**src/rtl/core/i2c_master_bit_sequencer_macros.svh**
```systemverilog
// ----------------------------------------------------------------------------
// I2C master bit sequencer assertion macros
// Concurrent check helpers clocked on clk, disabled in reset.
// ----------------------------------------------------------------------------
`ifndef I2C_MASTER_BIT_SEQUENCER_MACROS_SVH
`define I2C_MASTER_BIT_SEQUENCER_MACROS_SVH

// same-cycle implication
`define I2CMBS_ASSERT_NOW(lbl, ante, cons, msg) \
	lbl: assert property (@(posedge clk) disable iff (!arst_n) (ante) |-> (cons)) \
		else $error(msg);

// next-cycle implication
`define I2CMBS_ASSERT_NEXT(lbl, ante, cons, msg) \
	lbl: assert property (@(posedge clk) disable iff (!arst_n) (ante) |=> (cons)) \
		else $error(msg);

`endif

```
**src/rtl/core/i2cmbs_pkg.sv**
```systemverilog
// ----------------------------------------------------------------------------
// I2C master bit sequencer package
// Command codes, field widths and command slot lengths.
// ----------------------------------------------------------------------------
`default_nettype none

package i2cmbs_pkg;

	typedef enum logic [2:0] {
		CMD_START   = 3'd0,
		CMD_STOP    = 3'd1,
		CMD_TX_BYTE = 3'd2,
		CMD_RX_BYTE = 3'd3,
		CMD_TX_ACK  = 3'd4,
		CMD_RX_ACK  = 3'd5
	} cmd_t;

	localparam int SLOT_W = 5;
	localparam int BYTE_W = 8;
	localparam logic [BYTE_W-1:0] RX_MSB = 8'h80;

	typedef enum logic [1:0] {
		PH_DRIVE = 2'd0,
		PH_HIGH  = 2'd1,
		PH_LOW   = 2'd2
	} phase_t;

	function automatic logic [SLOT_W-1:0] cmd_len(input logic [2:0] kind);
		logic [SLOT_W-1:0] len;
		case (kind)
			CMD_START:   len = 5'd4;
			CMD_STOP:    len = 5'd3;
			CMD_TX_BYTE: len = 5'd24;
			CMD_RX_BYTE: len = 5'd25;
			CMD_TX_ACK:  len = 5'd3;
			default:     len = 5'd4;
		endcase
		return len;
	endfunction

endpackage

`default_nettype wire

```
**src/rtl/core/i2c_master_bit_sequencer.sv**
```systemverilog
// Output: registered; an accepted slot request's result is on m_tdata in the cycle after it is taken.
// Throughput: one slot request per cycle; the sequencer state register and the
// result register update together, and s_tready drops only while a result waits.
// Reset: asynchronous, idle, SCL and SDA released high, ack level one.
// ----------------------------------------------------------------------------
// I2C master bit sequencer
// Open-drain line sequencer stepping start/stop/byte/ack commands slot by slot.
// ----------------------------------------------------------------------------
`default_nettype none

module i2c_master_bit_sequencer
	import i2cmbs_pkg::*;
(
	input  wire logic        clk,
	input  wire logic        arst_n,
	input  wire logic        s_tvalid,
	output logic             s_tready,
	input  wire logic [15:0] s_tdata,  // tx_byte[7:0], ack_bit[8], sda_in[9], zero fill
	input  wire logic [3:0]  s_tuser,  // cmd_valid[0], func[3:1]
	output logic             m_tvalid,
	input  wire logic        m_tready,
	output logic [15:0]      m_tdata   // scl_out[0], sda_out[1], busy_res[2], done_res[3],
	                                   // rx_byte[11:4], rx_ack[12], cmd_rejected[13], zero fill
);

	logic              cmd_valid, ack_bit, sda_in;
	logic [2:0]        func;
	logic [BYTE_W-1:0] tx_byte;

	logic              busy_q, scl_q, sda_q, ack_q, m_tvalid_q;
	logic [2:0]        kind_q;
	logic [SLOT_W-1:0] slot_q;
	logic [1:0]        ph_q;
	logic [2:0]        bit_q;
	logic [BYTE_W-1:0] shift_q, rx_q;
	logic [13:0]       out_q;

	logic              accept, start_cmd, active, rejected, done;
	logic [2:0]        kind;
	logic [SLOT_W-1:0] idx;
	logic [1:0]        ph;
	logic [2:0]        bt;
	logic [BYTE_W-1:0] shift;

	logic              busy_n, scl_n, sda_n, ack_n;
	logic [SLOT_W-1:0] slot_n;
	logic [1:0]        ph_n;
	logic [2:0]        bit_n;
	logic [BYTE_W-1:0] shift_n, rx_n;

	assign cmd_valid = s_tuser[0];
	assign func      = s_tuser[3:1];
	assign tx_byte   = s_tdata[7:0];
	assign ack_bit   = s_tdata[8];
	assign sda_in    = s_tdata[9];

	assign s_tready = !m_tvalid_q || m_tready;
	assign accept   = s_tvalid && s_tready;
	assign m_tvalid = m_tvalid_q;
	assign m_tdata  = {2'b00, out_q};

	assign start_cmd = !busy_q && cmd_valid && (func <= 3'(CMD_RX_ACK));
	assign rejected  = busy_q && cmd_valid;
	assign active    = busy_q || start_cmd;
	assign kind      = start_cmd ? func : kind_q;
	assign idx       = start_cmd ? '0 : slot_q;
	assign ph        = start_cmd ? 2'(PH_DRIVE) : ph_q;
	assign bt        = start_cmd ? '0 : bit_q;
	assign shift     = (start_cmd && func == 3'(CMD_TX_BYTE)) ? tx_byte :
	                   (start_cmd && func == 3'(CMD_TX_ACK))  ? {7'd0, ack_bit} : shift_q;

	always_comb begin
		scl_n   = scl_q;
		sda_n   = sda_q;
		ack_n   = ack_q;
		rx_n    = rx_q;
		shift_n = shift;
		ph_n    = ph;
		bit_n   = bt;
		busy_n  = busy_q;
		slot_n  = slot_q;
		done    = 1'b0;
		if (active) begin
			case (kind)
				CMD_START: begin
					case (idx)
						5'd0:    sda_n = 1'b1;
						5'd1:    scl_n = 1'b1;
						5'd2:    sda_n = 1'b0;
						default: scl_n = 1'b0;
					endcase
				end
				CMD_STOP: begin
					case (idx)
						5'd0:    sda_n = 1'b0;
						5'd1:    scl_n = 1'b1;
						default: sda_n = 1'b1;
					endcase
				end
				CMD_TX_BYTE: begin
					case (ph)
						PH_DRIVE: sda_n = shift[BYTE_W-1];
						PH_HIGH:  scl_n = 1'b1;
						default: begin
							scl_n   = 1'b0;
							shift_n = {shift[BYTE_W-2:0], 1'b0};
						end
					endcase
					ph_n = (ph == 2'(PH_LOW)) ? 2'(PH_DRIVE) : ph + 2'd1;
				end
				CMD_RX_BYTE: begin
					if (idx == '0) begin
						sda_n = 1'b1;
						rx_n  = '0;
					end else begin
						case (ph)
							PH_DRIVE: scl_n = 1'b1;
							PH_HIGH: begin
								if (sda_in)
									rx_n = rx_q | (RX_MSB >> bt);
							end
							default: begin
								scl_n = 1'b0;
								bit_n = bt + 3'd1;
							end
						endcase
						ph_n = (ph == 2'(PH_LOW)) ? 2'(PH_DRIVE) : ph + 2'd1;
					end
				end
				CMD_TX_ACK: begin
					case (idx)
						5'd0:    sda_n = |shift;
						5'd1:    scl_n = 1'b1;
						default: scl_n = 1'b0;
					endcase
				end
				default: begin
					case (idx)
						5'd0:    sda_n = 1'b1;
						5'd1:    scl_n = 1'b1;
						5'd2:    ack_n = sda_in;
						default: scl_n = 1'b0;
					endcase
				end
			endcase
			if ((6'(idx) + 6'd1) >= 6'(cmd_len(kind))) begin
				done   = 1'b1;
				busy_n = 1'b0;
				slot_n = '0;
			end else begin
				busy_n = 1'b1;
				slot_n = idx + 5'd1;
			end
		end
	end

	always_ff @(posedge clk or negedge arst_n) begin
		if (!arst_n) begin
			busy_q     <= 1'b0;
			kind_q     <= '0;
			slot_q     <= '0;
			ph_q       <= '0;
			bit_q      <= '0;
			shift_q    <= '0;
			rx_q       <= '0;
			scl_q      <= 1'b1;
			sda_q      <= 1'b1;
			ack_q      <= 1'b1;
			m_tvalid_q <= 1'b0;
		end else begin
			if (accept) begin
				busy_q  <= busy_n;
				kind_q  <= kind;
				slot_q  <= slot_n;
				ph_q    <= ph_n;
				bit_q   <= bit_n;
				shift_q <= shift_n;
				rx_q    <= rx_n;
				scl_q   <= scl_n;
				sda_q   <= sda_n;
				ack_q   <= ack_n;
			end
			if (accept)
				m_tvalid_q <= 1'b1;
			else if (m_tready)
				m_tvalid_q <= 1'b0;
		end
	end

	always_ff @(posedge clk) begin
		if (accept)
			out_q <= {rejected, ack_n, rx_n, done, busy_n, sda_n, scl_n};
	end

`include "i2c_master_bit_sequencer_macros.svh"

	`I2CMBS_ASSERT_NOW(a_done_not_busy, m_tvalid, !(m_tdata[3] && m_tdata[2]), "done with busy")
	`I2CMBS_ASSERT_NOW(a_slot_in_range, busy_q, slot_q < cmd_len(kind_q), "slot out of range")
	`I2CMBS_ASSERT_NOW(a_idle_slot_zero, !busy_q, slot_q == '0, "idle with slot count")
	`I2CMBS_ASSERT_NEXT(a_reject_flag, accept && busy_q && cmd_valid, m_tvalid && m_tdata[13], "reject lost")

endmodule

`default_nettype wire
```
**config.mk**
```make
export PLATFORM = sky130hd
export DESIGN_NAME = i2c_master_bit_sequencer
export DESIGN_NICKNAME = d
export VERILOG_FILES = /design/src/rtl/core/i2cmbs_pkg.sv /design/src/rtl/core/i2c_master_bit_sequencer.sv
export VERILOG_INCLUDE_DIRS = /design/src /design/src/rtl/core
export SDC_FILE = /design/constraint.sdc
export NUM_CORES = 1
export LEC_CHECK = 0
export ABC_AREA = 1
export BUFFER_PORTS_ARGS = -buffer_cell sky130_fd_sc_hd__buf_2
export CORE_AREA = 2 2 85 87
export CTS_CLUSTER_SIZE = 12
export DETAILED_ROUTE_END_ITERATION = 8
export DIE_AREA = 0 0 87 89
export PLACE_DENSITY = 0.73
export SLEW_MARGIN = 10
export SYNTH_ARGS = -nofsm -noshare
export SYNTH_HDL_FRONTEND = slang
export SYNTH_SLANG_ARGS = --single-unit
```
**constraint.sdc**
```tcl
create_clock -name clk -period 6 [get_ports clk]
set_clock_uncertainty 0.15 [all_clocks]
set_input_delay 0.9 -clock clk [delete_from_list [all_inputs] [get_ports clk]]
set_output_delay 0.9 -clock clk [all_outputs]
set_load 0.02 [all_outputs]
```
# == Yosys cells after proc, flatten, opt, wreduce, memory -nomap -nowiden ==
# Cells that the tools add are included.
# W data, S select, Z words.
# word_totals
input_bits,24
reg_bits,48
elab_cells,99
out_inout_bits,18
# op_classes
n_mux,48
bitwise,1
eq_ne,10
n_addsub,4
shifts,1
order_cmp,2
n_reduce_logical,20
# op_table
cell,count
$mux W8,10
$mux W3,6
$mux W1,15
$mux W5,3
$pmux W5 S3,1
$pmux W1 S2,6
$eq A3 B2 Y1 const B,3
$mux W2,4
$or A8 B8 Y8,1
$pmux W1 S4,2
$reduce_or A8 Y1,1
$shr A8 B3 Y8 const A,1
$add A5 B1 Y6 const B,1
$eq A3 B3 Y1 const B,2
$ge A6 B5 Y1,1
$logic_and A1 B1 Y1,6
$reduce_or A2 Y1,3
$add A5 B1 Y5 const B,1
$eq A5 B1 Y1 const B,1
$eq A5 B2 Y1 const B,1
$logic_not A5 Y1,1
$reduce_or A5 Y1,1
$pmux W2 S2,1
$add A3 B1 Y3 const B,1
other kinds (11),13

# == Depth between registers and ports, before layout ==
# Gate-level depths: netlist (run 1).
# depth
ltp_word,11
mapped_depth,20
depth_no_buf,20

# == Worst setup path after synthesis (run 1) ==
# No wires, ideal clock.
# synth_timing
kind,input to register
from,input s_tuser[2]
to,register out_q[3] (data pin)
path_buffers,0
required_ns,5.592
path_slack_ns,2.914
arrival_time_ns,2.679
path_stages,18
setup_time_ns,0.258
cell_sequence,nand2_1 inv_2 nor2_8 nand2_1 o21ai_2 inv_2 nand2_2 nand2_2 inv_1 o21ai_0 ha_1 o21ai_0 a21boi_0 o21ai_0 nand2_1 nand2_1 and2_1 nor2_1
# synth_via
elab_chain_cells,9
elab_cells_between_ends,15
cone_classes,1 x add/sub; 2 x order compare; 4 x eq/ne; 5 x mux; 3 x reduce/logical
# synth_lines
item,line_no,source
from (decl),i2c_master_bit_sequencer.sv:19,"input wire logic [3:0] s_tuser,"
$le A3 B3 Y1,i2c_master_bit_sequencer.sv:62,assign start_cmd = !busy_q && cmd_valid && (func <= 3'(CMD_RX_ACK));
$logic_and A1 B1 Y1,i2c_master_bit_sequencer.sv:62,
$mux W3,i2c_master_bit_sequencer.sv:65,assign kind = start_cmd ? func : kind_q;
$eq A3 B3 Y1 / $eq A3 B1 Y1 (equally long branches),i2cmbs_pkg.sv:30,case (kind)
$reduce_or A2 Y1 (no source line),--,
$pmux W5 S3,i2cmbs_pkg.sv:30,
$mux W5,i2c_master_bit_sequencer.sv:83,if (active) begin
$ge A6 B5 Y1,i2c_master_bit_sequencer.sv:146,if ((6'(idx) + 6'd1) >= 6'(cmd_len(kind))) begin
$mux W1,i2c_master_bit_sequencer.sv:146,
to (signal assigned),i2c_master_bit_sequencer.sv:192,"out_q <= {rejected, ack_n, rx_n, done, busy_n, sda_n, scl_n};"
to (decl),i2c_master_bit_sequencer.sv:36,logic [13:0] out_q;
# Parallel ways exist; a longest one is shown, timed or not. The select of a mux whose other input is x is not followed.
# A chain may end at the register's enable or synchronous reset.

# == Worst setup path after layout (run 1) ==
# layout_timing
from,input s_tuser[0]
to,register slot_q[1]
# layout_via
elab_chain_cells,9
elab_cells_between_ends,17
cone_classes,2 x add/sub; 1 x order compare; 4 x eq/ne; 5 x mux; 5 x reduce/logical
# layout_lines
item,line_no,source
$logic_and A1 B1 Y1 (*) (2 in series),i2c_master_bit_sequencer.sv:62,
$mux W3,i2c_master_bit_sequencer.sv:65,
$eq A3 B3 Y1 / $eq A3 B1 Y1 (equally long branches),i2cmbs_pkg.sv:30,
$reduce_or A2 Y1 (no source line),--,
$pmux W5 S3,i2cmbs_pkg.sv:30,
$mux W5,i2c_master_bit_sequencer.sv:83,
$ge A6 B5 Y1,i2c_master_bit_sequencer.sv:146,
$mux W5,i2c_master_bit_sequencer.sv:146,
to (signal assigned),i2c_master_bit_sequencer.sv:174,slot_q <= slot_n;
to (decl),i2c_master_bit_sequencer.sv:32,logic [SLOT_W-1:0] slot_q;
# Every way passes the cells marked *; elsewhere a longest branch is shown, timed or not. The select of a mux whose other input is x is not followed.

==> reports/metrics.yaml, run 1 <==
logic_synthesis:
  syn_inst: 404
  synth_area_um2: 3120
  yosys_warnings: 0
  syn_area_per_cell_um2: 7.72
  synth_seq_cells: 48
  synth_seq_area_share: 0.409
  synth.distinct_cells: 39
detailed_routing:
  vias_per_cell: 5.03
  drtIter0Drc: 173
  vias: 2613
  wl_per_cell_um: 11.9
  first_pass_iters: 4
  routed_wl_mm: 6.19
  drcViolationCount: 0
  antenna_left: 0
critical_path:
  reg2regPathDepth: 17
  cpMaxStageDelayCell: "a21oi_1"
  reg2reg_to: "slot_q[1]$_DFFE_PN0P_"
  crit_arrival_ns: 3.42
  slowest_delay_ns: 0.29
  worst-path-max-fanout: 14
  rr_startpoint: "busy_q$_DFFE_PN0P_"
  crit_path_end_kind: "register"
  crit_path_frequent_cell: "nand2_2"
  crit_type: "in -> reg"
  path_cells: "buf_2 -> inv_1 -> nor2_2 -> nand2_2 -> a21oi_1 -> nor2_1 -> nand2_2 -> nand2_2 -> inv_1 -> o21ai_0 -> ha_1 -> o21ai_0 -> a21boi_0 -> o21ai_0 -> nand2_1 -> nand2_1 -> and2_1 -> nand2_2 -> o22ai_1"
  crit_required_ns: 6.07
  cp-start-kind: "input port"
  r2r_slack_ns: 2.92
clock_network:
  clkTransAtPathRegs_ns: 0.09
  htree_levels: 2
  clock-sinks: 48
  tritoncts: "done"
  clk_latency_ns: 0.30
  cts-resized-gates: 0
  cts_post_setup_buffers_inserted: 0
  cts_root_buf: "clkbuf_8"
  cts_buffers: 5
  cts_hold_buf: 0
  cts_buffer_depth: 2
power:
  power_frac_clock: 0.174
  netSwitchingPower_uw: 703
  power_frac_seq: 0.330
  power_frac_comb: 0.496
  total_power_uw: 1620
  switching_share: 0.435
  vdd_drop_max_uv: 156
  internal-power_uw: 913
  power.density_nw_per_um2: 463
  leakage_uw: 0.00182
die:
  dieWidth_um: 87
  rows: 30
  die_y_um: 89
  die-area_um2: 7740
  core_um2: 6720
  initial_core_util: 0.464
  pin_count: 42
hold_path:
  hold_class: "reg -> reg"
  min_from: "ack_q$_DFFE_PN1P_"
  holdPathEnd: "ack_q$_DFFE_PN1P_"
  hold_depth: 2
grt:
  antenna_found_initial: 0
  grt_pass1_vias: 2475
  grt_pass1_wl_mm: 11.0
  grt_use_total: 0.177
  grt_max_degree: 35
  grt_overflow: 0
cells_and_area:
  final_cell_mix: "108 x nand2_1, 57 x inv_1, 37 x nor2_1, 33 x buf_2, 31 x dfrtp_1"
  drive_above_1_share: 0.196
  area.growth.synth_to_final_pct: 11.7
  diodes: 0
  finalNonFillerCells: 519
  stdcell_area_um2: 3490
  final_core_util: 0.519
  mostFrequentLayoutCell: "nand2_1"
  nets: 477
job:
  maxCapViolCount: 0
timing:
  period_share: 0.559
  slew_viol_final: 0
  rsz0062_at_grt: "no"
  maxSlewHeadroom: 0.374
  fin_tns_setup_ns: 0
  period_minus_slack_ns: 3.35
  fmax_ghz: 0.298
  hold_viol: 0
  tightest_slew_ns: 0.937
  setup_viol: 0
placed_design:
  placed_cell_area_um2: 3350
  dp_hpwl_mm: 4.60
  port_buffers: 33
  place.gp.congestion: 0.948
  dp.cells: 511
run_status:
  status: "finished, final reports clean"
[power by group through the flow]
stage / combinational, uW / clock, uW / sequential [uW]
after floorplan: 610 / 0 / 560
after global placement: 777 / 0 / 536
after detailed placement: 798 / 0 / 539
after CTS: 804 / 288 / 532
after global routing: 925 / 303 / 547
final: 802 / 281 / 533
[worst max-delay path, delay by kind of cell]
kind,cells,cell delay [ns]
AO/OA/AOI/OAI,6,0.92
buffers and inverters,3,0.26
AND/OR/NAND/NOR,9,1.06
adder cells (fa/ha/maj),1,0.27
[Yosys cell counts (all sizes together)]
cell | instances | share of area
a21boi | 1 | 0.0024
a21oi | 18 | 0.036
a22oi | 2 | 0.0048
a31oi | 3 | 0.0060
and2 | 3 | 0.0060
buf | 5 | 0.012
clkbuf | 3 | 0.0036
clkinv | 1 | 0.0012
conb | 1 | 0.0012
dfrtp | 31 | 0.25
dfstp | 3 | 0.025
edfxtp | 14 | 0.13
ha | 15 | 0.060
inv | 63 | 0.076
nand2 | 120 | 0.16
nand3 | 28 | 0.053
nand4 | 4 | 0.0080
nor2 | 47 | 0.080
nor3 | 1 | 0.0032
o211ai | 2 | 0.0048
o21ai | 31 | 0.052
o21bai | 2 | 0.0084
o22ai | 2 | 0.0040
or2 | 1 | 0.0020
xnor2 | 1 | 0.0028
xor2 | 2 | 0.0056
[through the flow]
step | worst slack, ns | hold slack [ns]
global route | 2.27 | 0.344
global placement | 2.43 | 0.303
CTS | 2.68 | 0.329
floorplan | 2.91 | 0.296
detailed placement | 2.38 | 0.312
finish | 2.65 | 0.326
[cell families (layout without fill, tap and decap cells)]
kind of cell	Yosys count	in the layout	share of synthesized area
XOR/XNOR	3	3	0.00842
flip-flops	48	48	0.409
adder cells (fa/ha/maj)	15	15	0.0601
other	1	2	0.00120
AO/OA/AOI/OAI	61	61	0.119
buffers and inverters	72	106	0.0922
AND/OR/NAND/NOR	204	204	0.311
[worst max path at each step]
stage	from	end	slack (ns)
after floorplan	s_tuser[2]	out_q[3]$_SDFFCE_PP0P_	2.91
after global placement	s_tuser[0]	slot_q[2]$_DFFE_PN0P_	2.43
after detailed placement	s_tuser[0]	slot_q[1]$_DFFE_PN0P_	2.38
after CTS	s_tuser[0]	slot_q[1]$_DFFE_PN0P_	2.68
after global routing	s_tuser[0]	slot_q[1]$_DFFE_PN0P_	2.27
final	s_tuser[0]	slot_q[1]$_DFFE_PN0P_	2.65
[layout make-up]
class                      instances  area [um^2]
clock buffer                       5         68.8
clock inverter                     3         68.8
fill                             644         3230
inverter                          64          240
multi-input combinational        285         1560
sequential                        48         1270
tap                               80          100
timing repair buffer              34          173
[state kept, by name (all words and copies together) (netlist names)]
register,flops
busy_q,1
ph_q,2
out_q,14
ack_q,1
bit_q,3
sda_q,1
rx_q,8
shift_q,8
slot_q,5
scl_q,1
m_tvalid,1
kind_q,3
[metal layers]
layer | global-route usage | vias up | wire [um]
li1 | - | 1347 | -
met1 | 0.220 | 1193 | 2850
met2 | 0.317 | 65 | 3020
met3 | 0.0286 | 8 | 242
met4 | 0.0497 | 0 | 79
met5 | 0 | - | 0
Note: power is estimated with default switching activity, not from simulation.
==> inputs of run 2 (changes only) <==
ABC_AREA = 0   (was 1)
CORE_AREA = 2 2 84 86   (was 2 2 85 87)
DIE_AREA = 0 0 86 88   (was 0 0 87 89)
PLACE_DENSITY = 0.76   (was 0.73)
clock period = 3 ns   (was 6 ns; I/O delays follow)
==> reports/metrics.yaml, run 2 <==
run_status:
  status: "finished, final reports clean"
detailed_routing:
  first_pass_iters: 4
  antenna_left: 0
  drtIter0Drc: 182
  routed_wl_mm: 6.90
  vias: 2594
  drcViolationCount: 0
  vias_per_cell: 5.74
  wl_per_cell_um: 15.3
logic_synthesis:
  syn_area_per_cell_um2: 9.75
  synth_seq_area_share: 0.418
  synth_ff_type: "dfrtp_1"
  synth.most_common_cell: "nand2_1"
  synthTopCellsByArea: "dfrtp_1 25%, edfxtp_1 14%, ha_1 6.2%"
  async_reset_ff_frac: 0.708
  yosys.area.top_type: "dfrtp_1"
  yosys_warnings: 0
  syn_inst: 313
  synth_top_area_frac: 0.254
  synth_edf_count: 14
  synth_commonest_cells: "32 x nand2_1, 31 x dfrtp_1, 28 x nor2_1"
  synth_area_um2: 3050
  synth_seq_cells: 48
  synth.distinct_cells: 64
grt:
  grt_max_degree: 35
  grt_pass1_vias: 2550
  antenna_found_initial: 0
  grt_use_total: 0.193
  grt_overflow: 0
  grt_pass1_wl_mm: 11.7
cells_and_area:
  drive_above_1_share: 0.272
  fill_cells: 594
  regArea_um2: 1270
  final_core_util: 0.550
  area.growth.synth_to_final_pct: 19.6
  finalNonFillerCells: 452
  nets: 410
  reg_top3: "out_q: 14 flops, rx_q: 8 flops, shift_q: 8 flops"
  diodes: 0
  mostFrequentLayoutCell: "buf_4"
  stdcell_area_um2: 3650
  final_cell_mix: "35 x buf_4, 33 x buf_2, 31 x dfrtp_1, 30 x nand2_1, 28 x nor2_1"
  largest_reg_flops: 14
  largest-register: "out_q"
  multi_input_area_um2: 1670
clock_network:
  htree_levels: 2
  cts_root_buf: "clkbuf_8"
  cts_buffers: 5
  clk_latency_ns: 0.31
  clock-sinks: 48
  tritoncts: "done"
  cts_buffer_depth: 2
  clkTransAtPathRegs_ns: 0.09
  cts_hold_buf: 0
die:
  core_um2: 6640
  die_y_um: 88
  dieWidth_um: 86
  initial_core_util: 0.459
  rows: 30
  die-area_um2: 7570
  pin_count: 42
power:
  leakage_uw: 0.00177
  power.density_nw_per_um2: 858
  vdd_drop_max_uv: 429
timing:
  hold_viol: 0
  maxSlewHeadroom: 0.468
  fmax_ghz: 0.346
  period_share: 0.963
  tightest_slew_ns: 0.798
  slew_viol_final: 0
  setup_viol: 0
  period_minus_slack_ns: 2.89
  fin_tns_setup_ns: 0
critical_path:
  rr_startpoint: "busy_q$_DFFE_PN0P_"
  crit_type: "reg -> reg"
  startpoint: "busy_q$_DFFE_PN0P_"
  crit_arrival_ns: 2.81
  crit_path_end_kind: "register"
  cp-start-kind: "register"
  crit_required_ns: 2.92
  reg2regPathDepth: 12
  worst-path-max-fanout: 5
placed_design:
  placed_cell_area_um2: 3470
  place.gp.congestion: 0.861
  dp.cells: 442
  port_buffers: 33
  dp_hpwl_mm: 5.06
job:
  maxCapViolCount: 0
hold_path:
  hold_class: "in -> async"
run 2: layout make-up:
type	instances	share of cell area
clock buffers	5	0.0188
inverters	8	0.00822
clock inverters	3	0.0188
repair buffers	69	0.120
well taps	80	0.0274
multi-input cells	239	0.457
flip-flops and latches	48	0.349
run 2: final timing paths:
kind | slack (ns) | to
worst min-delay path | 0.07 | shift_q[3]$_DFFE_PN0P_
worst max register to register | 0.11 | out_q[3]$_SDFFCE_PP0P_
max in group asynchronous | 2.12 | slot_q[3]$_DFFE_PN0P_
worst min register to register | 0.34 | bit_q[2]$_DFFE_PN0P_
min in group clk | 0.20 | m_tvalid$_DFFE_PN0P_
worst max-delay path | 0.11 | out_q[3]$_SDFFCE_PP0P_
run 2: critical path, cell delays in order, from the launching register on:
cell	delay, ns
dfrtp_1	0.41
and2b_2	0.29
nand3_2	0.10
nand2_2	0.10
mux2i_1	0.21
o21ai_1	0.10
ha_1	0.27
nand2b_1	0.14
a21o_1	0.19
a21o_1	0.18
a21o_1	0.17
a21o_1	0.20
and2_1	0.15
run 2: layer usage:
metal / track usage / wire (um) / up-vias
li1: - / - / 1273
met1: 0.253 / 3110 / 1228
met2: 0.321 / 3330 / 82
met3: 0.0368 / 373 / 11
met4: 0.0707 / 84 / 0
met5: 0 / 0 / -
run 2: kinds of logic after synthesis:
kind of cell    synth area share
simple gates               0.188
compound gates             0.246
flops                      0.418
buf+inv                   0.0459
fa+ha+maj                 0.0615
mux                       0.0303
xor+xnor                 0.00861
other cells              0.00123
run 2: timing repair:
| item | in CTS | in global routing |
|---|---|---|
| setup buffers | 0 | 2 |
| endpoints found under the setup margin | 7 | 7 |
| hold endpoints to repair | 0 | 0 |
| gates resized for setup | 2 | 9 |
| pin swaps | 0 | 5 |
run 2: per-stage QoR:
| stage | setup slack [ns] | power (uW) | hold WS, ns |
|---|---|---|---|
| after floorplan | 0.0146 | 2020 | 0.00441 |
| after global placement | -0.0948 | 2450 | 0.309 |
| after detailed placement | -0.181 | 2490 | 0.318 |
| after CTS | 0.0182 | 3080 | 0.0925 |
| after global routing | -0.000978 | 3340 | 0.119 |
| final | 0.112 | 3130 | 0.0712 |
run 2: power breakdown:
part           leakage, uW  switching, uW  internal, uW  total [uW]
sequential        0.000582            155           856        1010
combinational      0.00112            818           736        1550
clock            0.0000687            233           336         569
